## config.mk

```make
export PLATFORM = sky130hd
export DESIGN_NAME = top_k_score_selector_flat
export DESIGN_NICKNAME = d
export VERILOG_FILES = /design/src/tks_pkg.sv /design/src/tks_if.sv /design/src/tks_cell.sv /design/src/top_k_score_selector.sv /design/src/flat_wrapper.sv
export SDC_FILE = /design/constraint.sdc
export NUM_CORES = 2
export LEC_CHECK = 0
export BUFFER_PORTS_ARGS = -buffer_cell sky130_fd_sc_hd__buf_2
export CORE_ASPECT_RATIO = 1.75
export CORE_MARGIN = 2
export CORE_UTILIZATION = 65
export DETAILED_ROUTE_END_ITERATION = 6
export PLACE_DENSITY = 0.79
export REMOVE_ABC_BUFFERS = 1
export SLEW_MARGIN = 20
export SYNTH_ARGS = -nofsm -noshare
export SYNTH_HDL_FRONTEND = slang
export SYNTH_SLANG_ARGS = --single-unit
```

## constraint.sdc

```tcl
create_clock -name clk -period 8.4 [get_ports clk]
set_clock_uncertainty 0.15 [all_clocks]
set_input_delay 0.84 -clock clk [delete_from_list [all_inputs] [get_ports clk]]
set_output_delay 0.84 -clock clk [all_outputs]
set_load 0.02 [all_outputs]
```

## src/tks_pkg.sv

```systemverilog
// ----------------------------------------------------------------------------
// tks_pkg: shared types and constants for the top-K score selector
// Score width, register layout, controller states and the cell control word.
// ----------------------------------------------------------------------------
package tks_pkg;

  localparam int SCORE_W    = 32;
  localparam int TOPK_W     = 5;
  localparam int TOPK_RESET = 5;

  typedef enum logic [0:0] {
    ST_LOAD,
    ST_DRAIN
  } tks_state_t;

  // control word broadcast to every cell of the chain
  typedef struct packed {
    logic insert;    // rank the broadcast score into the chain
    logic shift_up;  // move every entry one cell toward the head
    logic clear;     // drop all entries
  } tks_ctrl_t;

endpackage

```

## src/tks_if.sv

```systemverilog
// ----------------------------------------------------------------------------
// tks_if: valid/ready channels of the top-K score selector
// score_if carries one class score per word, result_if one ranked result.
// ----------------------------------------------------------------------------
interface tks_score_if
  import tks_pkg::*;
();
  logic                      valid;
  logic                      ready;
  logic signed [SCORE_W-1:0] score;
  logic                      last;

  modport source (output valid, output score, output last, input ready);
  modport sink   (input valid, input score, input last, output ready);
endinterface

interface tks_result_if
  import tks_pkg::*;
#(
  parameter int RANK_W = 5,
  parameter int IDX_W  = 10
) ();
  logic                      valid;
  logic                      ready;
  logic [RANK_W-1:0]         rank;
  logic [IDX_W-1:0]          class_index;
  logic signed [SCORE_W-1:0] best_score;
  logic                      final_res;

  modport source (output valid, output rank, output class_index, output best_score,
                  output final_res, input ready);
  modport sink   (input valid, input rank, input class_index, input best_score,
                  input final_res, output ready);
endinterface

```

## src/tks_cell.sv

```systemverilog
// ----------------------------------------------------------------------------
// tks_cell: one slot of the sorted insertion chain
// Holds one kept entry; takes the new score, its upper neighbor's entry on
// insert, or its lower neighbor's entry while the list drains.
// ----------------------------------------------------------------------------
module tks_cell
  import tks_pkg::*;
#(
  parameter int IDX_W = 10
) (
  input  logic                      clk,
  input  logic                      rst,
  input  tks_ctrl_t                 ctrl,
  input  logic signed [SCORE_W-1:0] new_score,
  input  logic [IDX_W-1:0]          new_index,
  input  logic                      prev_better,
  input  logic                      prev_valid,
  input  logic signed [SCORE_W-1:0] prev_score,
  input  logic [IDX_W-1:0]          prev_index,
  input  logic                      next_valid,
  input  logic signed [SCORE_W-1:0] next_score,
  input  logic [IDX_W-1:0]          next_index,
  output logic                      better,
  output logic                      valid,
  output logic signed [SCORE_W-1:0] score,
  output logic [IDX_W-1:0]          index
);

  // strict compare: equal scores stay behind, earlier arrival ranks first
  assign better = !valid || (new_score > score);

  always_ff @(posedge clk) begin
    if (rst || ctrl.clear) begin
      valid <= 1'b0;
    end else if (ctrl.insert && better) begin
      valid <= prev_better ? prev_valid : 1'b1;
    end else if (ctrl.shift_up) begin
      valid <= next_valid;
    end
  end

  always_ff @(posedge clk) begin
    if (ctrl.insert && better) begin
      if (prev_better) begin
        score <= prev_score;
        index <= prev_index;
      end else begin
        score <= new_score;
        index <= new_index;
      end
    end else if (ctrl.shift_up) begin
      score <= next_score;
      index <= next_index;
    end
  end

endmodule

```

## src/top_k_score_selector.sv

```systemverilog
// ----------------------------------------------------------------------------
// top_k_score_selector: streaming top-K class score selector
// Ranks each incoming score into a sorted chain of MAX_K cells and, on the
// word marked last, drains the best min(top_k, seen) entries in rank order.
// ----------------------------------------------------------------------------
// Throughput: one score word per cycle while a set loads; the cell chain
//   ranks each score in the cycle it is accepted.
// Report: first result valid in the cycle after the last word; then one result
//   per cycle while results is ready; scores are held off until the final result is taken.
// Reset (rst, synchronous): empties the chain, zeroes the class counter,
//   top_k returns to 5. No clearing pass is needed.
module top_k_score_selector
  import tks_pkg::*;
#(
  parameter int MAX_K       = 16,
  parameter int MAX_CLASSES = 1024
) (
  input  logic                clk,
  input  logic                rst,
  input  logic                cfg_wr_en,
  input  logic [TOPK_W-1:0]   cfg_wr_data,
  tks_score_if.sink           scores,
  tks_result_if.source        results
);

  localparam int RANK_W = $clog2(MAX_K + 1);
  localparam int IDX_W  = (MAX_CLASSES > 1) ? $clog2(MAX_CLASSES) : 1;

  // ---------------------------------------------------------------- config
  logic [TOPK_W-1:0] top_k;

  always_ff @(posedge clk) begin
    if (rst) begin
      top_k <= TOPK_W'(TOPK_RESET);
    end else if (cfg_wr_en) begin
      top_k <= cfg_wr_data;
    end
  end

  // clamp: zero reports one class, anything above the chain length saturates
  logic [RANK_W-1:0] k_eff;
  always_comb begin
    if (top_k == '0) begin
      k_eff = RANK_W'(1);
    end else if (int'(top_k) > MAX_K) begin
      k_eff = RANK_W'(MAX_K);
    end else begin
      k_eff = RANK_W'(top_k);
    end
  end

  // ---------------------------------------------------------------- control
  tks_state_t        state, state_next;
  tks_ctrl_t         ctrl;
  logic [IDX_W-1:0]  class_cnt, class_cnt_next;
  logic [RANK_W-1:0] kept, kept_next;     // entries held, saturates at MAX_K
  logic [RANK_W-1:0] n_out, n_out_next;   // results to report for this set
  logic [RANK_W-1:0] rank, rank_next;
  logic [RANK_W-1:0] kept_after;
  logic              in_acc, out_acc, is_final;

  assign in_acc     = scores.valid && scores.ready;
  assign out_acc    = results.valid && results.ready;
  assign is_final   = (rank == n_out);
  assign kept_after = (int'(kept) < MAX_K) ? kept + RANK_W'(1) : kept;

  always_ff @(posedge clk) begin
    if (rst) begin
      state     <= ST_LOAD;
      class_cnt <= '0;
      kept      <= '0;
      n_out     <= '0;
      rank      <= '0;
    end else begin
      state     <= state_next;
      class_cnt <= class_cnt_next;
      kept      <= kept_next;
      n_out     <= n_out_next;
      rank      <= rank_next;
    end
  end

  always_comb begin
    state_next     = state;
    class_cnt_next = class_cnt;
    kept_next      = kept;
    n_out_next     = n_out;
    rank_next      = rank;
    ctrl           = '0;
    unique case (state)
      ST_LOAD: begin
        if (in_acc) begin
          ctrl.insert = 1'b1;
          kept_next   = kept_after;
          // class index wraps past the configured class count
          class_cnt_next = (class_cnt == IDX_W'(MAX_CLASSES - 1)) ? '0
                                                                  : class_cnt + IDX_W'(1);
          if (scores.last) begin
            n_out_next     = (k_eff < kept_after) ? k_eff : kept_after;
            rank_next      = RANK_W'(1);
            class_cnt_next = '0;
            state_next     = ST_DRAIN;
          end
        end
      end
      ST_DRAIN: begin
        if (out_acc) begin
          if (is_final) begin
            ctrl.clear = 1'b1;
            kept_next  = '0;
            state_next = ST_LOAD;
          end else begin
            ctrl.shift_up = 1'b1;
            rank_next     = rank + RANK_W'(1);
          end
        end
      end
      default: state_next = ST_LOAD;
    endcase
  end

  // ---------------------------------------------------------------- cell chain
  logic                      cell_better [MAX_K];
  logic                      cell_valid  [MAX_K];
  logic signed [SCORE_W-1:0] cell_score  [MAX_K];
  logic [IDX_W-1:0]          cell_index  [MAX_K];

  for (genvar i = 0; i < MAX_K; i++) begin : g_cell
    logic                      pb, pv, nv;
    logic signed [SCORE_W-1:0] ps, ns;
    logic [IDX_W-1:0]          pi, ni;

    if (i == 0) begin : g_head
      assign pb = 1'b0;
      assign pv = 1'b0;
      assign ps = '0;
      assign pi = '0;
    end else begin : g_body
      assign pb = cell_better[i-1];
      assign pv = cell_valid[i-1];
      assign ps = cell_score[i-1];
      assign pi = cell_index[i-1];
    end

    if (i == MAX_K - 1) begin : g_tail
      assign nv = 1'b0;
      assign ns = '0;
      assign ni = '0;
    end else begin : g_link
      assign nv = cell_valid[i+1];
      assign ns = cell_score[i+1];
      assign ni = cell_index[i+1];
    end

    tks_cell #(.IDX_W(IDX_W)) u_cell (
      .clk        (clk),
      .rst        (rst),
      .ctrl       (ctrl),
      .new_score  (scores.score),
      .new_index  (class_cnt),
      .prev_better(pb),
      .prev_valid (pv),
      .prev_score (ps),
      .prev_index (pi),
      .next_valid (nv),
      .next_score (ns),
      .next_index (ni),
      .better     (cell_better[i]),
      .valid      (cell_valid[i]),
      .score      (cell_score[i]),
      .index      (cell_index[i])
    );
  end

  // ---------------------------------------------------------------- ports
  // head cell is the registered output word; it holds while results stalls
  assign scores.ready        = (state == ST_LOAD);
  assign results.valid       = (state == ST_DRAIN);
  assign results.rank        = rank;
  assign results.class_index = cell_index[0];
  assign results.best_score  = cell_score[0];
  assign results.final_res   = is_final;

endmodule

```

## src/flat_wrapper.sv

```systemverilog
// flat-port wrapper written by rule: the top's interface ports become plain ports
module top_k_score_selector_flat import tks_pkg::*;
#(
  parameter int MAX_K       = 16,
  parameter int MAX_CLASSES = 1024
)
  (clk, rst, cfg_wr_en, cfg_wr_data, scores_valid, scores_score, scores_last, scores_ready, results_valid, results_rank, results_class_index, results_best_score, results_final_res, results_ready);
  tks_score_if scores_i ();
  tks_result_if #(.RANK_W((5)), .IDX_W(($clog2(MAX_CLASSES)))) results_i ();
  input  logic clk;
  input  logic rst;
  input  logic cfg_wr_en;
  input  logic [TOPK_W-1:0] cfg_wr_data;
  input wire logic [$bits(scores_i.valid)-1:0] scores_valid;
  input wire logic [$bits(scores_i.score)-1:0] scores_score;
  input wire logic [$bits(scores_i.last)-1:0] scores_last;
  output wire logic [$bits(scores_i.ready)-1:0] scores_ready;
  output wire logic [$bits(results_i.valid)-1:0] results_valid;
  output wire logic [$bits(results_i.rank)-1:0] results_rank;
  output wire logic [$bits(results_i.class_index)-1:0] results_class_index;
  output wire logic [$bits(results_i.best_score)-1:0] results_best_score;
  output wire logic [$bits(results_i.final_res)-1:0] results_final_res;
  input wire logic [$bits(results_i.ready)-1:0] results_ready;
  assign scores_i.valid = scores_valid;
  assign scores_i.score = scores_score;
  assign scores_i.last = scores_last;
  assign scores_ready = scores_i.ready;
  assign results_valid = results_i.valid;
  assign results_rank = results_i.rank;
  assign results_class_index = results_i.class_index;
  assign results_best_score = results_i.best_score;
  assign results_final_res = results_i.final_res;
  assign results_i.ready = results_ready;
  top_k_score_selector #(.MAX_K(MAX_K), .MAX_CLASSES(MAX_CLASSES)) u_core (.clk(clk), .rst(rst), .cfg_wr_en(cfg_wr_en), .cfg_wr_data(cfg_wr_data), .scores(scores_i), .results(results_i));
endmodule
```

## Yosys cells after proc, flatten, opt, wreduce, memory -nomap -nowiden

Cells that the tools add are included.

- Word-level logic and storage cells: 322
- Register bits after elaboration: 719
- Memory bits (writable): 0
- Bits of input ports: 43
- Output and inout bits: 50
- Memories: 0
- Latch bits: 0
- Memory bits (read-only): 0

- Reductions and logical operators: 72
- Bitwise gates (word level): 1
- $lt $le $gt $ge: 19
- Shift-type cells: 0
- Divide/modulo/power cells: 0
- Muxes and demuxes: 166
- Add/sub/neg operators: 3
- Eq/ne operators: 7
- Multiply operators: 0

Operator list:

| kind | count |
|---|---|
| $mux W32 | 47 |
| $gt A32 B32 Y1 | 16 |
| $mux W10 | 49 |
| $mux W5 | 11 |
| $mux W1 | 54 |
| $reduce_bool A2 Y1 | 16 |
| $pmux W5 S2 | 2 |
| $logic_and A1 B1 Y1 | 18 |
| $logic_or A1 B1 Y1 | 17 |
| $logic_not A1 Y1 | 16 |
| $add A10 B1 Y10 const B | 1 |
| $add A5 B1 Y5 const B | 2 |
| $eq A10 B10 Y1 const B | 1 |
| $ne A2 B2 Y1 const B | 5 |
| $reduce_and A3 Y1 | 2 |
| $eq A5 B5 Y1 | 1 |
| $gt A5 B5 Y1 const B | 1 |
| $logic_not A5 Y1 | 1 |
| $lt A5 B5 Y1 | 1 |
| $lt A5 B5 Y1 const B | 1 |
| $mux W2 | 2 |
| $reduce_and A4 Y1 | 1 |
| $pmux W1 S2 | 1 |
| $reduce_and A2 Y1 | 1 |
| $not A1 Y1 | 1 |

## Logic depth before layout (Yosys ltp)

- Depth after elaboration: 6
- Depth in mapped cells: 15
- Gate-level depth less buffers: 11

## Cells and area by module

Synthesis repeated with hierarchy kept, for this count alone.

- Cell total of the unflattened synthesis: 4,400
- Area total of the unflattened synthesis: 55,331.8 um^2

By module, submodules not included:

| module | cells each | area each (um^2) | instances | seq. area each (um^2) |
|---|---|---|---|---|
| tks_cell | 263 | 3,354.5 | 16 | 1,281.2 |
| top_k_score_selector | 192 | 1,660.3 | 1 | 620.6 |

## Worst setup path after synthesis

No wires, ideal clock.

- Path type: input to register
- Start: in scores_score[0]
- End: reg u_core.g_cell[12].u_cell.index[0], enable pin
- Buffers on the path: 3
- Arrival time: 5.968 ns
- Stages on the path: 13
- Required time: 7.750 ns
- Library setup time: 0.500 ns
- Path slack: 1.782 ns
- Cells stage by stage: clkbuf_1 inv_1 ha_1 nor2b_1 o21a_1 o21ai_0 a2111oi_0 nor3_1 a21oi_1 nor2b_1 buf_2 buf_2 o21ai_0

- Longest elaborated chain between the ends: 4

RTL lines:

| what | RTL line | RTL |
|---|---|---|
| from (decl) | flat_wrapper.sv:15 | `input wire logic [$bits(scores_i.score)-1:0] scores_score;` |
| $gt A32 B32 Y1 | tks_cell.sv:30 | `assign better = !valid \|\| (new_score > score);` |
| $logic_or A1 B1 Y1 | tks_cell.sv:30 |  |
| $logic_and A1 B1 Y1 | tks_cell.sv:43 | `if (ctrl.insert && better) begin` |
| $reduce_bool A2 Y1 (no source line) | - |  |
| to (signal assigned) | tks_cell.sv:46 | `index <= prev_index;` |
| to (signal assigned) | tks_cell.sv:49 | `index <= new_index;` |
| to (signal assigned) | tks_cell.sv:53 | `index <= next_index;` |
| to (decl) | tks_cell.sv:26 | `output logic [IDX_W-1:0] index` |

No other way between the ends.
A chain may end at the register's enable or synchronous reset.

## Worst setup path after layout

- Start: in scores_score[25]
- End: reg u_core.g_cell[9].u_cell.score[10] (data pin)

- Longest elaborated chain between the ends: 4
- Elaborated cells between the ends (all ways): 7
- Those cells by class: 2 x order compare; 2 x mux; 3 x reduce/logical

RTL lines:

| what | RTL line | RTL |
|---|---|---|
| $gt A32 B32 Y1 | tks_cell.sv:30 |  |
| $logic_or A1 B1 Y1 | tks_cell.sv:30 |  |
| $mux W32 / $logic_and A1 B1 Y1 (equally long branches) | tks_cell.sv:44, tks_cell.sv:43 |  |
| $mux W32 (*) | tks_cell.sv:43 |  |
| to (signal assigned) | tks_cell.sv:45 | `score <= prev_score;` |
| to (signal assigned) | tks_cell.sv:48 | `score <= new_score;` |
| to (signal assigned) | tks_cell.sv:52 | `score <= next_score;` |
| to (decl) | tks_cell.sv:25 | `output logic signed [SCORE_W-1:0] score,` |

Every way passes the cells marked *; elsewhere a longest branch is shown, timed or not.

==> results.json <==
{
  "globalplace.congestion": 0.882,
  "yosys_warnings": 0,
  "grt.total_usage": 0.310,
  "fp.coreArea_sq_um": 74900,
  "hold_buffers": 0,
  "netlist_area_sq_um": 49000,
  "root_buffer": "clkbuf_16",
  "cts_post_setup_buffers_inserted": 0,
  "htree_levels": 3,
  "die_y_microns": 367,
  "relSlewSlack": 0.272,
  "die_w_microns": 212,
  "reg2reg_slack_ps": 3830,
  "min_path_type": "in2reg",
  "powerDensity_nw_per_um2": 225,
  "critPathLaunchType": "input port",
  "max_freq_ghz": 0.204,
  "drive_above_1_share": 0.0773,
  "drc": 0,
  "ys_seq_area_frac": 0.431,
  "clock_latency_ps": 670,
  "grt_pass1_vias": 36588,
  "antenna_found_initial": 0,
  "diodes": 0,
  "cts_buffer_depth": 3,
  "fin_crit_sh": 0.583,
  "power.leakage_nw": 24.3,
  "finalWirelength_microns": 120000,
  "vdd.ir_drop.worst_mv": 0.169,
  "cap_violations": 0,
  "syn_area_per_cell_sq_um": 9.75,
  "path_max_fanout": 86,
  "setup_ws_ps": 3500,
  "outcome": "complete, no violations",
  "hpwl_microns": 89800,
  "yosysUniqueCellTypes": 81,
  "ys_top_cells_by_area": "edfxtp_1 41%, ha_1 13%, mux2i_1 12%",
  "pre_cts_slack_ps": 2900,
  "critPathArrivalTime_ps": 5120,
  "start_util": 0.654,
  "ys_async_sr_fraction": 0,
  "crit_path_end_kind": "flip-flop",
  "portBuffers": 92,
  "grt_max_degree": 88,
  "yosys.area.top_type_share": 0.412,
  "post_cts_resized": 0,
  "finalSetupViolCount": 0,
  "placed_cell_area_sq_um": 50200,
  "ys.flop_type": "edfxtp_1",
  "cts_made_buffers": 70,
  "worstSetupPathType": "in2reg",
  "ios": 93,
  "yosysMostFrequentCell": "a21oi_1",
  "nets": 5541,
  "worst_ep_required_time_ps": 8630,
  "rows": 133,
  "die_area_sq_um": 77700,
  "drtPass1Iterations": 6,
  "drt_iter0_drc": 2518,
  "grt_pass1_wl_microns": 191000,
  "tightest_slew_ps": 1090,
  "slew_viol_final": 0,
  "synthToLayoutAreaGrowth_pct": 7.18,
  "wl_per_cell_microns": 20.1,
  "postLayoutCellArea_sq_um": 52500,
  "final_antenna_net_count": 0,
  "synth_seq_cells": 719,
  "period_needed_ps": 4900,
  "cts.sinks": 719,
  "cts_tree": "built",
  "syn_inst": 5024,
  "finalHoldViolCount": 0,
  "synth_edf_count": 672,
  "grt-ovfl-total": 0,
  "rsz0062_at_grt": "false",
  "yosys.area.top_type": "edfxtp_1",
  "vias": 36650,
  "synth_commonest_cells": "718 x a21oi_1, 672 x edfxtp_1, 641 x nor2_1",
  "via_per_inst": 6.13,
  "clkTransAtPathRegs_ps": 70
}
==> worst max-delay path: stages <==
cell and delay, ps:
buf_2 560, ha_1 290, nand4_1 220, nor4_1 870, nor3b_1 360, o31ai_1 130, a32o_4 500, buf_4 320
nor2_4 110, buf_4 620, a21oi_1 170
==> final timing paths <==
path,startpoint,end,cells past startpoint
worst max-delay path,scores_score[25],u_core.g_cell[9].u_cell.score[10],11
worst min-delay path,cfg_wr_data[0],u_core.top_k[0],2
worst max register to register,u_core.g_cell[9].u_cell.score[25],u_core.g_cell[9].u_cell.score[10],11
worst min register to register,u_core.g_cell[1].u_cell.valid,u_core.g_cell[0].u_cell.valid,2
==> sequential cells by signal, summed over array words and instances (netlist names) <==
register                    flops
u_core.kept                     5
u_core.class_cnt               10
u_core.results.rank             5
u_core.g_cell.u_cell.valid     16
u_core.results.valid            1
u_core.g_cell.u_cell.index    160
u_core.g_cell.u_cell.score    512
u_core.top_k                    5
u_core.n_out                    5
==> area by class of cell <==
class | instances | area, sq um
Fill cell | 5653 | 22400
Inverter | 528 | 1980
Tap cell | 945 | 1180
Multi-Input combinational cell | 3496 | 24900
Clock buffer | 82 | 1860
Sequential cell | 719 | 21100
Clock inverter | 42 | 418
Timing Repair Buffer | 164 | 1030
==> where the power goes <==
part,internal [W],total [W],switching (W)
registers,0.00480,0.00524,0.000443
logic,0.00129,0.00332,0.00203
clock network,0.00178,0.00324,0.00146
total,0.00788,0.0118,0.00393
==> layer usage <==
metal	part of all wire	track usage
met1	0.37	0.341
met2	0.52	0.562
met3	0.040	0.0365
met4	0.068	0.194
met5	0	0
==> cell families (layout without fill, tap and decap cells) <==
family                   count (synthesis)  after routing  share of synthesized area
AO/OA/AOI/OAI                         1165           1165                      0.133
XOR/XNOR                                19             19                    0.00340
adder cells (fa/ha/maj)                519            519                      0.133
buffers and inverters                  809            816                     0.0661
flip-flops                             719            719                      0.431
multiplexers                           632            632                      0.131
AND/OR/NAND/NOR                       1161           1161                      0.103
==> through the flow <==
step / setup TNS, ps / hold WS, ps / instances / total power (W) / util
after floorplan: -376880 / 308 / 4743 / 0.00758 / -
after global placement: 0 / 320 / 5851 / 0.00841 / 0.671
after detailed placement: 0 / 337 / 5851 / 0.00858 / 0.671
after CTS: 0 / 205 / 5975 / 0.0118 / 0.701
after global routing: 0 / 212 / 5976 / 0.0124 / 0.701
final: 0 / 223 / 5976 / 0.0118 / 0.701
==> cells in the final DEF, fill, tap and decap left out, drive strengths merged, types with 29 or more instances in the layout <==
cell type    n
nor2b       29
nand2      258
mux2        66
ha         519
buf        164
dfxtp       47
inv        531
nand4      108
clkinv      30
mux2i      566
edfxtp     672
clkbuf      82
nor2       643
a21oi      718
o21ai      214
a21o        99
No activity file was read; power rests on OpenSTA's default activity.
